$ cat src/design/ihcv_pkg.sv
// Shared types, codes and the CRC-32 byte step for the image header CRC verifier.
// No dependencies; every other design file imports this package.
`timescale 1ns / 1ps
`default_nettype none

package ihcv_pkg;

    localparam logic [31:0] CRC_POLY = 32'hEDB8_8320;

    // configuration register indexes
    localparam int unsigned CFG_IDX_W = 3;
    localparam logic [CFG_IDX_W-1:0] REG_SLOT_SIZE   = 3'd0;
    localparam logic [CFG_IDX_W-1:0] REG_IMAGE_MAGIC = 3'd1;
    localparam logic [CFG_IDX_W-1:0] REG_HDR_VERSION = 3'd2;
    localparam logic [CFG_IDX_W-1:0] REG_MIN_HDR     = 3'd3;
    localparam logic [CFG_IDX_W-1:0] REG_CRC_INIT    = 3'd4;

    // register reset values
    localparam logic [31:0] SLOT_SIZE_RST   = 32'd65536;
    localparam logic [31:0] IMAGE_MAGIC_RST = 32'd0;
    localparam logic [31:0] HDR_VERSION_RST = 32'd1;
    localparam logic [15:0] MIN_HDR_RST     = 16'd20;
    localparam logic [31:0] CRC_INIT_RST    = 32'hFFFF_FFFF;

    // input operation codes
    localparam logic OP_HEADER = 1'b0;
    localparam logic OP_DATA   = 1'b1;

    // result status codes
    typedef logic [1:0] status_t;
    localparam status_t ST_OK       = 2'd0;
    localparam status_t ST_VERIFY   = 2'd1;
    localparam status_t ST_READ_ERR = 2'd2;

    // command kinds decided by the front end
    typedef logic [2:0] cmd_kind_t;
    localparam cmd_kind_t CMD_HDR_OK   = 3'd0;
    localparam cmd_kind_t CMD_HDR_BAD  = 3'd1;
    localparam cmd_kind_t CMD_HDR_FAIL = 3'd2;
    localparam cmd_kind_t CMD_DATA     = 3'd3;
    localparam cmd_kind_t CMD_DATA_FAIL = 3'd4;

    typedef struct packed {
        cmd_kind_t   kind;
        logic [31:0] image_bytes;
        logic [31:0] expected_crc;
        logic [7:0]  data_byte;
    } cmd_t;

    // reflected CRC-32, one byte
    function automatic logic [31:0] crc_byte(input logic [31:0] crc_in,
                                             input logic [7:0] byte_in);
        logic [31:0] c;
        c = crc_in ^ {24'd0, byte_in};
        for (int k = 0; k < 8; k++) begin
            if (c[0])
                c = (c >> 1) ^ CRC_POLY;
            else
                c = c >> 1;
        end
        return c;
    endfunction

endpackage

`default_nettype wire

$ cat src/design/image_header_crc_verifier.sv
// Image header and CRC-32 verifier, top level.
// Depends on ihcv_pkg, ihcv_front, ihcv_queue and ihcv_back.
//
// Usage:
//   Input channel (in_valid/in_ready) carries header items (operation 0) and
//   image data bytes (operation 1). A header is checked on arrival; a bad or
//   unreadable header gives one result. A good header arms a CRC run over
//   image_bytes data bytes; the last byte gives status and final CRC.
//   Configuration channel (cfg_valid/cfg_ready) writes the slot size, magic,
//   version, minimum header size and CRC init; it is always ready. Write it
//   only while no item is in flight.
//   Throughput: one item per cycle while the command queue is not full, set
//   by the byte-wide CRC step. With the queue empty and the result register
//   free, an item passes through the command queue, then the result register.
//   Output stalls: the result register holds until out_ready; items keep
//   entering a QUEUE_DEPTH-entry command queue, and in_ready drops only
//   when that queue is full.
//   Reset: registers return to their defaults, the queue empties, the block
//   is idle and no result is pending.
`timescale 1ns / 1ps
`default_nettype none

module image_header_crc_verifier #(
    parameter int unsigned QUEUE_DEPTH = 4
) (
    input  wire logic                            clk,
    input  wire logic                            rst_n,
    input  wire logic                            cfg_valid,
    output logic                                 cfg_ready,
    input  wire logic [ihcv_pkg::CFG_IDX_W-1:0]  cfg_index,
    input  wire logic [31:0]                     cfg_data,
    input  wire logic                            in_valid,
    output logic                                 in_ready,
    input  wire logic                            operation,
    input  wire logic [31:0]                     magic,
    input  wire logic [31:0]                     version,
    input  wire logic [31:0]                     header_bytes,
    input  wire logic [31:0]                     image_bytes,
    input  wire logic [31:0]                     expected_crc,
    input  wire logic [7:0]                      data_byte,
    input  wire logic                            read_failed,
    output logic                                 out_valid,
    input  wire logic                            out_ready,
    output logic [1:0]                           status,
    output logic [31:0]                          computed_crc
);
    import ihcv_pkg::*;

    logic        q_full;
    logic        q_push;
    cmd_t        q_cmd;
    cmd_t        head_cmd;
    logic        head_valid;
    logic        q_pop;
    logic [31:0] crc_init;

    ihcv_front u_front (
        .clk          (clk),
        .rst_n        (rst_n),
        .cfg_valid    (cfg_valid),
        .cfg_ready    (cfg_ready),
        .cfg_index    (cfg_index),
        .cfg_data     (cfg_data),
        .in_valid     (in_valid),
        .in_ready     (in_ready),
        .operation    (operation),
        .magic        (magic),
        .version      (version),
        .header_bytes (header_bytes),
        .image_bytes  (image_bytes),
        .expected_crc (expected_crc),
        .data_byte    (data_byte),
        .read_failed  (read_failed),
        .q_full       (q_full),
        .q_push       (q_push),
        .q_cmd        (q_cmd),
        .crc_init     (crc_init)
    );

    ihcv_queue #(
        .DEPTH (QUEUE_DEPTH)
    ) u_queue (
        .clk        (clk),
        .rst_n      (rst_n),
        .push       (q_push),
        .push_cmd   (q_cmd),
        .full       (q_full),
        .pop        (q_pop),
        .head_cmd   (head_cmd),
        .head_valid (head_valid)
    );

    ihcv_back u_back (
        .clk          (clk),
        .rst_n        (rst_n),
        .crc_init     (crc_init),
        .head_cmd     (head_cmd),
        .head_valid   (head_valid),
        .pop          (q_pop),
        .out_valid    (out_valid),
        .out_ready    (out_ready),
        .status       (status),
        .computed_crc (computed_crc)
    );

endmodule

`default_nettype wire

$ cat src/design/ihcv_front.sv
// Front end: configuration registers, input transfer and header classification.
// Depends on ihcv_pkg; pushes one command per accepted item into ihcv_queue.
`timescale 1ns / 1ps
`default_nettype none

module ihcv_front (
    input  wire logic                            clk,
    input  wire logic                            rst_n,
    // configuration writes
    input  wire logic                            cfg_valid,
    output logic                                 cfg_ready,
    input  wire logic [ihcv_pkg::CFG_IDX_W-1:0]  cfg_index,
    input  wire logic [31:0]                     cfg_data,
    // input items
    input  wire logic                            in_valid,
    output logic                                 in_ready,
    input  wire logic                            operation,
    input  wire logic [31:0]                     magic,
    input  wire logic [31:0]                     version,
    input  wire logic [31:0]                     header_bytes,
    input  wire logic [31:0]                     image_bytes,
    input  wire logic [31:0]                     expected_crc,
    input  wire logic [7:0]                      data_byte,
    input  wire logic                            read_failed,
    // to queue
    input  wire logic                            q_full,
    output logic                                 q_push,
    output ihcv_pkg::cmd_t                       q_cmd,
    // to back end
    output logic [31:0]                          crc_init
);
    import ihcv_pkg::*;

    logic [31:0] slot_size_reg;
    logic [31:0] image_magic_reg;
    logic [31:0] hdr_version_reg;
    logic [15:0] min_hdr_reg;
    logic [31:0] crc_init_reg;

    logic [31:0] min_hdr_ext;
    logic [31:0] room;
    logic        hdr_ok;

    assign cfg_ready = 1'b1;
    assign crc_init  = crc_init_reg;

    always_ff @(posedge clk or negedge rst_n)
    begin
        if (!rst_n)
        begin
            slot_size_reg   <= SLOT_SIZE_RST;
            image_magic_reg <= IMAGE_MAGIC_RST;
            hdr_version_reg <= HDR_VERSION_RST;
            min_hdr_reg     <= MIN_HDR_RST;
            crc_init_reg    <= CRC_INIT_RST;
        end
        else if (cfg_valid && cfg_ready)
        begin
            unique case (cfg_index)
                REG_SLOT_SIZE:   slot_size_reg   <= cfg_data;
                REG_IMAGE_MAGIC: image_magic_reg <= cfg_data;
                REG_HDR_VERSION: hdr_version_reg <= cfg_data;
                REG_MIN_HDR:     min_hdr_reg     <= cfg_data[15:0];
                REG_CRC_INIT:    crc_init_reg    <= cfg_data;
                default:         ;
            endcase
        end
    end

    // header checks; room only matters once header_bytes < slot_size holds
    assign min_hdr_ext = {16'd0, min_hdr_reg};
    assign room        = slot_size_reg - header_bytes;
    assign hdr_ok      = (slot_size_reg > min_hdr_ext)
                      && (magic == image_magic_reg)
                      && (header_bytes >= min_hdr_ext)
                      && (header_bytes[1:0] == 2'b00)
                      && (header_bytes < slot_size_reg)
                      && (version == hdr_version_reg)
                      && (image_bytes != 32'd0)
                      && (image_bytes <= room);

    assign in_ready = !q_full;
    assign q_push   = in_valid && in_ready;

    always_comb
    begin
        q_cmd.image_bytes  = image_bytes;
        q_cmd.expected_crc = expected_crc;
        q_cmd.data_byte    = data_byte;
        if (operation == OP_HEADER)
        begin
            if (read_failed)
                q_cmd.kind = CMD_HDR_FAIL;
            else if (hdr_ok)
                q_cmd.kind = CMD_HDR_OK;
            else
                q_cmd.kind = CMD_HDR_BAD;
        end
        else
        begin
            q_cmd.kind = read_failed ? CMD_DATA_FAIL : CMD_DATA;
        end
    end

endmodule

`default_nettype wire

$ cat src/design/ihcv_queue.sv
// Short command queue between front end and back end.
// Depends on ihcv_pkg for the command type.
`timescale 1ns / 1ps
`default_nettype none

module ihcv_queue #(
    parameter int unsigned DEPTH = 4
) (
    input  wire logic           clk,
    input  wire logic           rst_n,
    input  wire logic           push,
    input  wire ihcv_pkg::cmd_t push_cmd,
    output logic                full,
    input  wire logic           pop,
    output ihcv_pkg::cmd_t      head_cmd,
    output logic                head_valid
);
    import ihcv_pkg::*;

    localparam int unsigned AW = (DEPTH > 1) ? $clog2(DEPTH) : 1;
    localparam int unsigned CW = $clog2(DEPTH + 1);
    localparam logic [AW-1:0] LAST_SLOT  = AW'(DEPTH - 1);
    localparam logic [CW-1:0] FULL_COUNT = CW'(DEPTH);

    cmd_t          slots [DEPTH];
    logic [AW-1:0] wr_ptr_reg, wr_ptr_next;
    logic [AW-1:0] rd_ptr_reg, rd_ptr_next;
    logic [CW-1:0] count_reg, count_next;

    assign head_valid = (count_reg != '0);
    assign full       = (count_reg == FULL_COUNT);
    assign head_cmd   = slots[rd_ptr_reg];

    // pointers wrap at DEPTH, which need not be a power of two
    assign wr_ptr_next = !push ? wr_ptr_reg
                       : (wr_ptr_reg == LAST_SLOT) ? '0 : wr_ptr_reg + 1'b1;
    assign rd_ptr_next = !pop ? rd_ptr_reg
                       : (rd_ptr_reg == LAST_SLOT) ? '0 : rd_ptr_reg + 1'b1;

    always_comb
    begin
        count_next = count_reg;
        if (push && !pop)
            count_next = count_reg + 1'b1;
        else if (pop && !push)
            count_next = count_reg - 1'b1;
    end

    always_ff @(posedge clk or negedge rst_n)
    begin
        if (!rst_n)
        begin
            wr_ptr_reg <= '0;
            rd_ptr_reg <= '0;
            count_reg  <= '0;
        end
        else
        begin
            wr_ptr_reg <= wr_ptr_next;
            rd_ptr_reg <= rd_ptr_next;
            count_reg  <= count_next;
        end
    end

    always_ff @(posedge clk)
    begin
        if (push)
            slots[wr_ptr_reg] <= push_cmd;
    end

endmodule

`default_nettype wire

$ cat src/design/ihcv_back.sv
// Back end: run state, CRC byte engine and the result register.
// Depends on ihcv_pkg; consumes commands from ihcv_queue.
`timescale 1ns / 1ps
`default_nettype none

module ihcv_back (
    input  wire logic                clk,
    input  wire logic                rst_n,
    input  wire logic [31:0]         crc_init,
    input  wire ihcv_pkg::cmd_t      head_cmd,
    input  wire logic                head_valid,
    output logic                     pop,
    output logic                     out_valid,
    input  wire logic                out_ready,
    output ihcv_pkg::status_t        status,
    output logic [31:0]              computed_crc
);
    import ihcv_pkg::*;

    logic        busy_reg, busy_next;
    logic [31:0] running_crc_reg, running_crc_next;
    logic [31:0] bytes_left_reg, bytes_left_next;
    logic [31:0] target_crc_reg, target_crc_next;
    logic        out_valid_reg;
    status_t     status_reg;
    logic [31:0] crc_out_reg;

    logic        emit;
    status_t     emit_status;
    logic [31:0] emit_crc;
    logic [31:0] crc_step;
    logic [31:0] crc_final;

    // result slot free now or freed by this cycle's output transfer
    assign pop = head_valid && (!out_valid_reg || out_ready);

    assign crc_step  = crc_byte(running_crc_reg, head_cmd.data_byte);
    assign crc_final = crc_step ^ crc_init;

    always_comb
    begin
        busy_next        = busy_reg;
        running_crc_next = running_crc_reg;
        bytes_left_next  = bytes_left_reg;
        target_crc_next  = target_crc_reg;
        emit             = 1'b0;
        emit_status      = ST_OK;
        emit_crc         = 32'd0;
        if (pop)
        begin
            unique case (head_cmd.kind)
                CMD_HDR_FAIL:
                begin
                    busy_next   = 1'b0;
                    emit        = 1'b1;
                    emit_status = ST_READ_ERR;
                end
                CMD_HDR_BAD:
                begin
                    busy_next   = 1'b0;
                    emit        = 1'b1;
                    emit_status = ST_VERIFY;
                end
                CMD_HDR_OK:
                begin
                    busy_next        = 1'b1;
                    running_crc_next = crc_init;
                    bytes_left_next  = head_cmd.image_bytes;
                    target_crc_next  = head_cmd.expected_crc;
                end
                CMD_DATA_FAIL:
                begin
                    if (busy_reg)
                    begin
                        busy_next   = 1'b0;
                        emit        = 1'b1;
                        emit_status = ST_READ_ERR;
                    end
                end
                CMD_DATA:
                begin
                    if (busy_reg)
                    begin
                        running_crc_next = crc_step;
                        bytes_left_next  = bytes_left_reg - 32'd1;
                        // last counted byte closes the run
                        if (bytes_left_reg == 32'd1)
                        begin
                            busy_next   = 1'b0;
                            emit        = 1'b1;
                            emit_crc    = crc_final;
                            emit_status = (crc_final == target_crc_reg) ? ST_OK : ST_VERIFY;
                        end
                    end
                end
                default: ;
            endcase
        end
    end

    always_ff @(posedge clk or negedge rst_n)
    begin
        if (!rst_n)
        begin
            busy_reg      <= 1'b0;
            out_valid_reg <= 1'b0;
        end
        else
        begin
            busy_reg <= busy_next;
            if (pop && emit)
                out_valid_reg <= 1'b1;
            else if (out_ready)
                out_valid_reg <= 1'b0;
        end
    end

    always_ff @(posedge clk)
    begin
        running_crc_reg <= running_crc_next;
        bytes_left_reg  <= bytes_left_next;
        target_crc_reg  <= target_crc_next;
        if (pop && emit)
        begin
            status_reg  <= emit_status;
            crc_out_reg <= emit_crc;
        end
    end

    assign out_valid    = out_valid_reg;
    assign status       = status_reg;
    assign computed_crc = crc_out_reg;

endmodule

`default_nettype wire

$ cat config.mk
export PLATFORM = sky130hd
export DESIGN_NAME = image_header_crc_verifier
export DESIGN_NICKNAME = d
export VERILOG_FILES = /design/src/design/ihcv_pkg.sv /design/src/design/image_header_crc_verifier.sv /design/src/design/ihcv_front.sv /design/src/design/ihcv_queue.sv /design/src/design/ihcv_back.sv
export SDC_FILE = /design/constraint.sdc
export NUM_CORES = 1
export LEC_CHECK = 0
export ABC_AREA = 1
export BUFFER_PORTS_ARGS = -buffer_cell sky130_fd_sc_hd__buf_2
export CAP_MARGIN = 20
export CORE_MARGIN = 2
export CORE_UTILIZATION = 60
export DETAILED_ROUTE_END_ITERATION = 7
export GPL_ROUTABILITY_DRIVEN = 0
export PLACE_DENSITY_LB_ADDON = 0.05
export SLEW_MARGIN = 10
export SYNTH_ARGS = -nofsm -noshare
export SYNTH_HDL_FRONTEND = slang
export SYNTH_SLANG_ARGS = --single-unit
$ cat constraint.sdc
create_clock -name clk -period 17.03 [get_ports clk]
set_input_delay 0.8515 -clock clk [delete_from_list [all_inputs] [get_ports clk]]
set_output_delay 0.8515 -clock clk [all_outputs]
set_load 0.03 [all_outputs]
==> impl_metrics.yaml <==
logic_synthesis:
  synth_top_area_cell: "edfxtp_1"
  synthCells: 3023
  ys_ff_latch: 583
  syn_nets: 3340
  syn_avg_cell_area_um2: 9.69
  synth.distinct_cells: 55
  mappedNetlistArea_mm2: 0.0293
  async_flop_share_pct: 26.2
  synth-edff-count: 430
  ys.flop_type: "edfxtp_1"
  synth_area_leaders: "edfxtp_1, dfrtp_1, nand2_1"
  yosys_warnings: 0
  yosysSeqAreaShare_pct: 57.3
  synth_top_area_share_pct: 44.1
timing:
  postLayoutSetupSlackWorst_ns: 12.49
  setup_tns_ns: 0
  tightest_slew_ns: 1.06
  rsz0062_at_grt: "false"
  hold_violations: 0
  finalSetupViolCount: 0
  clock_skew_ns: 0.0242
  slew_violations: 0
  period_share_pct: 26.7
  fmax_ghz: 0.220
  maxSlewHeadroom_pct: 29.6
  min_period_ns: 4.54
floorplanning:
  num_rows: 80
  die_area_mm2: 0.0506
  core_area_mm2: 0.0479
  fp.dieW_um: 225
  pin_count: 247
  initial_core_util_pct: 61.1
  die_h_um: 225
global_routing:
  grt_overflow_total: 0
  grt_pass1_vias: 21900
  grt_max_degree: 94
  grt_pass1_wl_um: 124000
  antenna_found_initial: 5
  grt_usage_pct: 32.4
clocking:
  cts.sinks: 583
  cts_tree: "done"
  htree_levels: 2
  cts_setup_buffers: 0
  cts-buffers-inserted: 59
  root_buffer: "clkbuf_16"
  ctsResizeCount: 0
  insertion_delay_ns: 0.64
  postCtsHoldBufs: 0
  clkTransAtPathRegs_ns: 0.06
  clock_path_buffers: 3
setup_path:
  reg2reg_to: "u_queue.slots[0][72]"
  r2r_cells: 22
  critPathMaxStageDelay_ns: 0.42
  r2r_setup_slack_ns: 12.49
  cp.required_ns: 17.41
  rr_startpoint: "u_front.slot_size_reg[0]"
  worstPathArrival_ns: 4.92
  path_class: "register to register"
  worstSetupEndpointType: "register"
  crit_chain: "inv_1 > ha_1 > fa_1 > o21ai_1 > a21oi_1 > o21bai_1 > a21boi_0 > o21ai_1 > a21oi_1 > o21bai_1 > a21oi_1 > xor2_1 > ha_1 > nand2_1 > inv_1 > nand3_1 > nor3_1 > nand2_1 > o31ai_1 > nand4_1 > nand2_1 > inv_1"
  slowest_stage: "fa_1"
  crit_path_max_fanout: 5
  start_kind: "register"
final_layout:
  areaGrowthSynthToFinish_pct: 12.9
  seq_area_mm2: 0.0168
  multi_input_comb_area_mm2: 0.0111
  nFillCells: 3726
  final_cell_mix: "nand2_1, edfxtp_1, o21ai_0"
  layout_commonest_cell: "nand2_1"
  largest_register_ffs: 300
  final_nets: 3568
  regMostFlops: "u_queue.slots"
  layout-drive-gt1-share_pct: 14.4
route:
  dr.pass1.iters: 6
  vias: 22900
  highest_layer: "met5"
  wl_met3_um: 6410
  drt_iter0_drc: 2270
  ant_nets: 0
  met1_length_um: 33400
  route.met2.wl_um: 38600
  routed_wl_um: 82200
  post-route-drc-count: 0
  viasPerCell: 5.85
  wl_per_cell_um: 21.0
run:
  maxCapViolCount: 0
power:
  cellLeakagePower_nw: 14.0
  pwr_density_cell_mw_per_mm2: 199
  vdd_ir_drop_max_v: 0.000113
placed_design:
  dp_hpwl_um: 57700
  port_buffers: 245
  dp_slack_ns: 11.93
status:
  status: "finished, final reports clean"
min_path:
  hp-class: "primary input to asynchronous set/reset pin"
==> per-layer routing <==
metal	track usage [%]	up-vias
met2	52.3	959
li1	-	10800
met1	44.0	11000
met3	4.54	181
met5	0	-
met4	14.5	6
==> power breakdown <==
part	switching (mW)	leakage [nW]	internal (mW)	total (mW)
registers	0.260	5.80	2.05	2.31
logic	2.07	7.28	0.891	2.96
clock network	0.562	0.941	0.755	1.32
==> metrics by stage <==
stage	hold WS [ns]	instances	total power [mW]	utilization (%)	instance area, um2
3_3_place_gp	0.471	3801	5.10	64.7	31000
6_report	0.173	3919	6.58	69.0	33100
5_1_grt	0.233	3918	7.02	69.0	33100
4_1_cts	0.203	3914	6.55	68.8	33000
3_5_place_dp	0.478	3802	5.23	64.7	31000
2_1_floorplan	0.453	3023	4.40	-	29300
==> cells in the mapped netlist (9+ instances only) <==
cell type and count:
nand2_1 704, buf_6 9, nor4_1 23, inv_1 251, nand3_1 144, nand2_2 37
ha_1 105, a31oi_1 10, nand4_1 36, a21oi_1 100, o22ai_1 54, edfxtp_1 430
nand3b_1 21, nor3_1 26, dfrtp_1 117, xor2_1 52, nand3_2 11, nor2_1 270
dfstp_2 36, xnor2_1 66, o21ai_0 347, clkbuf_1 76
==> critical path, delay by kind of cell (launching register included) <==
family                     cells  cell delay [ns]
AOI/OAI and AO/OA              9             1.99
xor gates and xnor gates       1             0.17
adders and majority gates      3             0.91
buffers and inverters          3             0.18
DFF                            1             0.34
and+or+nand+nor                6             0.68
==> layout make-up <==
cell class / instances / share of cell area [%]
tap: 615 / 2.33
antenna: 2 / 0.0151
sequential: 583 / 50.8
timing repair buffer: 265 / 4.35
clock buffer: 77 / 4.82
inverter: 260 / 2.97
clock inverter: 35 / 1.14
multi-input combinational: 2082 / 33.6
==> cells by family (layout without fill, tap and decap cells) <==
kind of cell | Yosys count | count (layout) | share of synthesized area, %
and+or+nand+nor | 1292 | 1292 | 19.0
DFF | 583 | 583 | 57.3
AOI/OAI and AO/OA | 558 | 558 | 10.3
buffers and inverters | 358 | 637 | 4.96
xor gates and xnor gates | 123 | 123 | 3.81
adders and majority gates | 107 | 107 | 4.62
other | 1 | 3 | 0.0128
muxes | 1 | 1 | 0.0342
==> worst max-delay path by stage <==
stage	from	endpoint	slack (ns)	cells after the start
after floorplan	u_queue.rd_ptr_reg[0]	u_back.bytes_left_reg[0]	11.66	11
final	u_front.slot_size_reg[0]	u_queue.slots[0][72]	12.49	22
after CTS	u_front.slot_size_reg[0]	u_queue.slots[3][72]	12.53	22
after global placement	header_bytes[0]	u_queue.slots[0][72]	12.08	22
after global routing	u_front.slot_size_reg[2]	u_queue.slots[0][72]	12.03	23
after detailed placement	header_bytes[0]	u_queue.slots[1][72]	11.93	22
(Power assumes the default switching activity.)
